===== src/sv/lst_pkg.sv =====
// ----------------------------------------------------------------------------
// lst_pkg
// Types and constants of the latency statistics table.
// ----------------------------------------------------------------------------
package lst_pkg;

    typedef enum logic [1:0] {
        CMD_CLEAR = 2'd0,
        CMD_START = 2'd1,
        CMD_END   = 2'd2,
        CMD_QUERY = 2'd3
    } lst_cmd_t;

    localparam logic [1:0] CFG_ENABLE    = 2'd0;
    localparam logic [1:0] CFG_SLOTS     = 2'd1;
    localparam logic [1:0] CFG_FREQUENCY = 2'd2;

    // which value the conversion sequencer is working on
    localparam logic [1:0] CONV_LAST = 2'd0;
    localparam logic [1:0] CONV_AVG  = 2'd1;
    localparam logic [1:0] CONV_MAX  = 2'd2;

    localparam logic [19:0] US_PER_S = 20'd1000000;
    localparam logic [30:0] US_LIMIT = 31'h7FFF_FFFF;

    typedef struct packed {
        logic [1:0]  cmd;
        logic [4:0]  slot;
        logic [63:0] timestamp;
    } lst_in_t;

    typedef struct packed {
        logic [30:0] last_us;
        logic [30:0] average_us;
        logic [30:0] max_us;
    } lst_out_t;

    typedef struct packed {
        logic [63:0] start_time;
        logic [63:0] end_time;
        logic [63:0] duration_sum;
        logic [31:0] sample_count;
        logic [63:0] duration_max;
    } lst_entry_t;

    typedef struct packed {
        logic        load;
        logic        wide;      // 1: 64 quotient bits, 0: 32 quotient bits
        logic [31:0] rem_init;
        logic [63:0] dividend;
        logic [31:0] divisor;
    } lst_div_req_t;

    typedef struct packed {
        logic        done;
        logic [63:0] quotient;
    } lst_div_rsp_t;

    typedef enum logic [3:0] {
        ST_INIT,
        ST_IDLE,
        ST_CLEAR,
        ST_REPLY,
        ST_EXEC,
        ST_END_D,
        ST_END_WR,
        ST_Q_DIFF,
        ST_Q_AVG,
        ST_CONV_LO,
        ST_CONV_HI,
        ST_CONV_ADD,
        ST_CONV_CHK,
        ST_CONV_DIV
    } lst_state_t;

endpackage


===== src/sv/lst_div.sv =====
// ----------------------------------------------------------------------------
// lst_div
// Restoring divider, two quotient bits per cycle, 32-bit divisor.
// ----------------------------------------------------------------------------
module lst_div (
    input  logic                 clk,
    input  logic                 rst_n,
    input  lst_pkg::lst_div_req_t req,
    output lst_pkg::lst_div_rsp_t rsp
);
    import lst_pkg::*;

    logic [31:0] rem_reg,  rem_next;
    logic [63:0] quo_reg,  quo_next;
    logic [31:0] dvs_reg,  dvs_next;
    logic [4:0]  step_reg, step_next;
    logic        run_reg,  run_next;
    logic        done_reg, done_next;

    logic [32:0] r1, r2;
    logic [31:0] rem1, rem2;
    logic        q1, q2;

    always_comb
    begin
        // first bit
        r1 = {rem_reg, quo_reg[63]};
        if (r1 >= {1'b0, dvs_reg})
        begin
            rem1 = 32'(r1 - {1'b0, dvs_reg});
            q1   = 1'b1;
        end
        else
        begin
            rem1 = r1[31:0];
            q1   = 1'b0;
        end
        // second bit
        r2 = {rem1, quo_reg[62]};
        if (r2 >= {1'b0, dvs_reg})
        begin
            rem2 = 32'(r2 - {1'b0, dvs_reg});
            q2   = 1'b1;
        end
        else
        begin
            rem2 = r2[31:0];
            q2   = 1'b0;
        end

        rem_next  = rem_reg;
        quo_next  = quo_reg;
        dvs_next  = dvs_reg;
        step_next = step_reg;
        run_next  = run_reg;
        done_next = 1'b0;

        if (req.load)
        begin
            rem_next  = req.rem_init;
            quo_next  = req.dividend;
            dvs_next  = req.divisor;
            step_next = req.wide ? 5'd31 : 5'd15;
            run_next  = 1'b1;
        end
        else if (run_reg)
        begin
            rem_next  = rem2;
            quo_next  = {quo_reg[61:0], q1, q2};
            step_next = step_reg - 5'd1;
            if (step_reg == 5'd0)
            begin
                run_next  = 1'b0;
                done_next = 1'b1;
            end
        end
    end

    always_ff @(posedge clk or negedge rst_n)
    begin
        if (!rst_n)
        begin
            step_reg <= '0;
            run_reg  <= 1'b0;
            done_reg <= 1'b0;
        end
        else
        begin
            step_reg <= step_next;
            run_reg  <= run_next;
            done_reg <= done_next;
        end
    end

    always_ff @(posedge clk)
    begin
        rem_reg <= rem_next;
        quo_reg <= quo_next;
        dvs_reg <= dvs_next;
    end

    assign rsp.done     = done_reg;
    assign rsp.quotient = quo_reg;

endmodule


===== config.mk =====
export PLATFORM = sky130hd
export DESIGN_NAME = lst_div
export DESIGN_NICKNAME = d
export VERILOG_FILES = /design/src/sv/lst_pkg.sv /design/src/sv/lst_div.sv
export SDC_FILE = /design/constraint.sdc
export NUM_CORES = 1
export LEC_CHECK = 0
export BUFFER_PORTS_ARGS = -buffer_cell sky130_fd_sc_hd__buf_2
export CORE_MARGIN = 1.5
export CORE_UTILIZATION = 50
export CTS_CLUSTER_SIZE = 24
export DETAILED_ROUTE_END_ITERATION = 10
export PLACE_DENSITY = 0.74
export SYNTH_ARGS = -nofsm -noshare
export SYNTH_HDL_FRONTEND = slang
export SYNTH_SLANG_ARGS = --single-unit

===== constraint.sdc =====
create_clock -name clk -period 7.8 [get_ports clk]
set_input_delay 1.17 -clock clk [delete_from_list [all_inputs] [get_ports clk]]
set_output_delay 1.17 -clock clk [all_outputs]
set_load 0.01 [all_outputs]

Word-level counts from Yosys, hierarchy flattened
Cells that the tools add are included.

cells by class
  add/sub/neg operators = 3
  order comparisons = 2
  multiplexer cells = 17
  reductions and logical operators = 2

operator list
  cell                   number
  $mux W32               4
  $mux W64               2
  $ge A33 B32 Y1         2
  $sub A32 B32 Y32       2
  $mux W5                3
  $mux W1                8
  $logic_not A5 Y1       1
  $sub A5 B1 Y5 const B  1
  $reduce_bool A2 Y1     1

word-level totals
  register bits = 135
  input bits = 132
  output and inout port bits = 65
  word-level logic and storage cells = 30

Logic depth before layout (Yosys ltp)
  depth after elaboration = 6
  mapped depth = 27
  depth with buffers taken out = 23

Worst setup path before layout
No wires, ideal clock.

  path type = register to register
  start = register quo_reg[63]
  end = register rem_reg[14] (data pin)
  setup time = 0.260 ns
  data arrival time = 4.852 ns
  required time = 7.540 ns
  setup slack = 2.688 ns
  stages on the path, launching flop included = 24
  buffers on the path = 0
  clock period less this slack = 5.112 ns
  cell sequence = edfxtp_1 inv_1 ha_1 inv_1 fa_1 a21o_1 nand4_1 a21boi_0 o21ai_0 inv_1 a31o_2 xnor2_1 o21ai_0 ha_1 a21o_1 a31o_1 a221o_1 nor3_2 o21ai_1 o21ai_1 o221ai_2 a21oi_2 mux2_2 mux2_2

on the way
  word-level cells in the longest chain between the ends = 6
  elaborated cells on any way between the ends = 8
  classes of those cells = add/sub: 2; order compare: 2; mux: 4

ends and longest elaborated chain
  element                                                    RTL line                      RTL
  start: declaration                                         lst_div.sv:14                 logic [63:0] quo_reg, quo_next;
  start signal: assignment                                   lst_div.sv:98                 quo_reg <= quo_next;
  $sub A32 B32 Y32 / $ge A33 B32 Y1 (equally long branches)  lst_div.sv:30, lst_div.sv:28
  $mux W32 *                                                 lst_div.sv:28                 if (r1 >= {1'b0, dvs_reg})
  $sub A32 B32 Y32 / $ge A33 B32 Y1 (equally long branches)  lst_div.sv:42, lst_div.sv:40
  $mux W32 *                                                 lst_div.sv:40                 if (r2 >= {1'b0, dvs_reg})
  $mux W32 *                                                 lst_div.sv:66                 else if (run_reg)
  $mux W32 *                                                 lst_div.sv:58                 if (req.load)
  net rem_next[14]                                           lst_div.sv:13                 logic [31:0] rem_reg, rem_next;
  end signal: assignment                                     lst_div.sv:97                 rem_reg <= rem_next;
  end: declaration                                           lst_div.sv:13

Mark *: on every way through the listed nets, which the timed path passes. The rest lies on a longest branch. The select of a mux whose other input is x is not followed.
A chain may end at the register's enable or synchronous reset.

Final worst setup path
  start = register rem_reg[17]
  end = register rem_reg[14] (data pin)

on the way
  word-level cells in the longest chain between the ends = 6
  elaborated cells on any way between the ends = 8
  classes of those cells = add/sub: 2; order compare: 2; mux: 4

ends and longest elaborated chain
  element                                                    RTL line
  $ge A33 B32 Y1 / $sub A32 B32 Y32 (equally long branches)  lst_div.sv:28, lst_div.sv:30
  $mux W32 *                                                 lst_div.sv:28
  $sub A32 B32 Y32 / $ge A33 B32 Y1 (equally long branches)  lst_div.sv:42, lst_div.sv:40
  $mux W32 *                                                 lst_div.sv:40
  $mux W32 *                                                 lst_div.sv:66
  $mux W32 *                                                 lst_div.sv:58
  net rem_next[14]                                           lst_div.sv:13

Marks and branches as above.

==> summary.md <==
| Metric | Value |
|---|---|
| RSZ-0062 raised after global routing | false |
| CP delay by family, top | compound AO/OA/AOI/OAI gates |
| Setup TNS | 0 ns |
| Synth unique cells | 75 |
| Commonest cells post-synth | 128 x edfxtp_1, 74 x nand2_1, 73 x mux2_2, 71 x a21oi_1, 66 x ha_1 |
| Sequence of cells on the critical path | ha_1 -> a21oi_1 -> nor2b_1 -> and3_1 -> o41ai_1 -> nand3_1 -> o21ai_2 -> buf_4 -> nor3b_1 -> a211o_1 -> a211o_1 -> ha_1 -> nand3_1 -> nor4b_1 -> nand4_1 -> nor3_1 -> a211oi_1 -> o221ai_2 -> a21oi_4 -> mux2_2 -> mux2_2 |
| Number of I/O pins | between 150 and 200 |
| Vias | 7770 |
| Number of enable flip-flop cells after synthesis | 128 |
| Yosys top cell area share | 0.4076 |
| Pre-antenna DRT Iters | 7 |
| Slew HR | 0.3661 |
| WP buf/inv | 1 |
| Cts-stage hold buffer count | 0 |
| Final #Nets | 1291 |
| Final WL | 26050 um |
| Drt via density | 5.807 |
| Count leader, synth | edfxtp_1 |
| Antenna-violating nets left | 0 |
| Fin util | 0.6040 |
| Critical path launch point type | register |
| Worst path max stage delay | 0.63 ns |
| DIE WIDTH | approximately 140 um |
| Clock slew at reported path FFs | 0.07 ns |
| Worst Path Max Fanout | 24 |
| Critical Path RT | ~8.0 ns |
| Worst reg2reg path depth | 21 |
| # diodes | 0 |
| Hpwl dp | 19710 um |
| IO buf count | 196 |
| Cell area after synthesis | 9430 um2 |
| Starting Density | 0.5075 |
| Post-synth ARST share | 0.05185 |
| WP data arrival | 6.55 ns |
| DRC violation count after routing | 0 |
| Mapped Nets | between 1000 and 1500 |
| RR Startpoint | rem_reg[17] |
| WL/cell | 19.47 um |
| Ys Warns | 0 |
| Largest net degree at the start of global routing | just over 70 |
| Status | finished, final reports clean |
| Number of global-route vias before repair | 7864 |
| Core Region | 18580 um2 |
| Initial DRC count | just over 600 |
| Fraction of layout cells with a size suffix above 1 | 0.2944 |
| Setup Fix Bufs, Post-CTS | 0 |
| Sink Count | 135 |
| Final Hold Vio Count | 0 |
| Die height | 140.3 um |
| DP Cell Count | about 1300 |
| Synth area leader | edfxtp_1 |
| Final Slew Violations | 0 |
| Worst setup startpoint | rem_reg[17] |
| TritonCTS clock tree | built |
| Hold WC Path Type | in -> async |
| Row cnt | 50 |
| GRT overflow | 0 |
| Synthesized area per cell | 10.45 um2 |
| Clk buf depth | 2 |
| Global-route usage over all layers | 0.2688 |
| #FFs+latches synth | 135 |
| Antenna violations before repair | 1 |
| Latest clock arrival within the worst-skew pair | 0.44 ns |
| Flop2flop setup slack | 1.43 ns |
| Fmax | between 150 and 200 MHz |
| Ranking of synthesized cells by area | edfxtp_1 41%, ha_1 8.8%, mux2_2 8.7% |
| Synth Flop Type | edfxtp_1 |
| H-tree depth | 4 |
| Setup crit end kind | register |
| Slowest CP cell | o41ai_1 |
| Worst slew pin tran | ~0.95 ns |
| Die area | a little under 20000 um2 |
| CTS Root Cell | clkbuf_16 |
| Global-route wire length before repair | 41030 um |
| Tcrit/Tclk final | 0.8162 |
| Post-layout minimum cycle time | 6.367 ns |
| Num CTS Buffers | 17 |
| Largest register FFs | 64 |
| Clock Skews | approximately 0.015 ns |
| # fillers | 1569 |
| Critical path class | reg -> reg |
| P&R area growth vs syn | 19.00% |
| Worst setup margin | between 1 and 1.5 ns |
| # setup viols final | 0 |
| Final cell count without fillers | 1338 |
| Post-synthesis sequential area ratio | 0.4262 |
| Mapped Cells | 902 |
| Placer Congestion | between 0.9 and 1 |
| Post_cts resized | 0 |
| Max Cap Viol | 0 |
| R2r endpoint | rem_reg[14] |
| Place WS | 1.474 ns |
placed cells by master, fill, tap and decap left out, types with 26 or more instances in the layout:
| cell | count |
|---|---|
| buf_2 | 195 |
| edfxtp_1 | 128 |
| nand2_1 | 74 |
| mux2_2 | 73 |
| a21oi_1 | 71 |
| ha_1 | 66 |
| nor2_1 | 54 |
| inv_1 | 54 |
| o21ai_0 | 42 |
| xnor2_1 | 34 |
| a21o_1 | 26 |
how the worst max path moves through the flow:
stage	cells past startpoint	end	slack, ns
6_report	21	rem_reg[14]	1.43
5_1_grt	20	rem_reg[13]	1.13
4_1_cts	21	rem_reg[14]	1.47
3_5_place_dp	21	rem_reg[14]	1.47
3_3_place_gp	22	rem_reg[13]	1.51
2_1_floorplan	23	rem_reg[14]	2.69
through the flow:
stage	instance area (um2)	hold slack (ns)
2_1_floorplan	9430	0.5030
3_3_place_gp	10610	0.5235
3_5_place_dp	10610	0.5475
4_1_cts	11220	0.5473
5_1_grt	11220	0.5455
6_report	11220	0.5500
final cells by class:
type / instances / area [um2] / share of cell area
flip-flops and latches: 135 / 4019 / 0.3581
clock inverters: 14 / 173.9 / 0.01550
multi-input cells: 678 / 5035 / 0.4487
repair buffers: 204 / 1056 / 0.09410
inverters: 55 / 206.4 / 0.01840
clock buffers: 18 / 439.2 / 0.03913
well taps: 234 / 292.8 / 0.02609
metal layers:
layer / track usage / share of wire
met2: 0.4450 / 0.47
met5: 0 / 0.00046
met3: 0.07145 / 0.076
met4: 0.08532 / 0.023
met1: 0.3439 / 0.43
logic make-up (layout without fill, tap and decap cells):
| group | Yosys count | after routing | synth area share |
|---|---|---|---|
| AO/OA/AOI/OAI | 234 | 234 | 0.1609 |
| XOR/XNOR | 56 | 56 | 0.05201 |
| adder cells (fa/ha/maj) | 68 | 68 | 0.09181 |
| buffers and inverters | 89 | 291 | 0.04139 |
| flip-flops | 135 | 135 | 0.4262 |
| multiplexers | 95 | 95 | 0.1107 |
| AND/OR/NAND/NOR | 225 | 225 | 0.1170 |
Power is not shown: default switching activity piles up to over one toggle a cycle in this logic, so the estimate is an artifact.
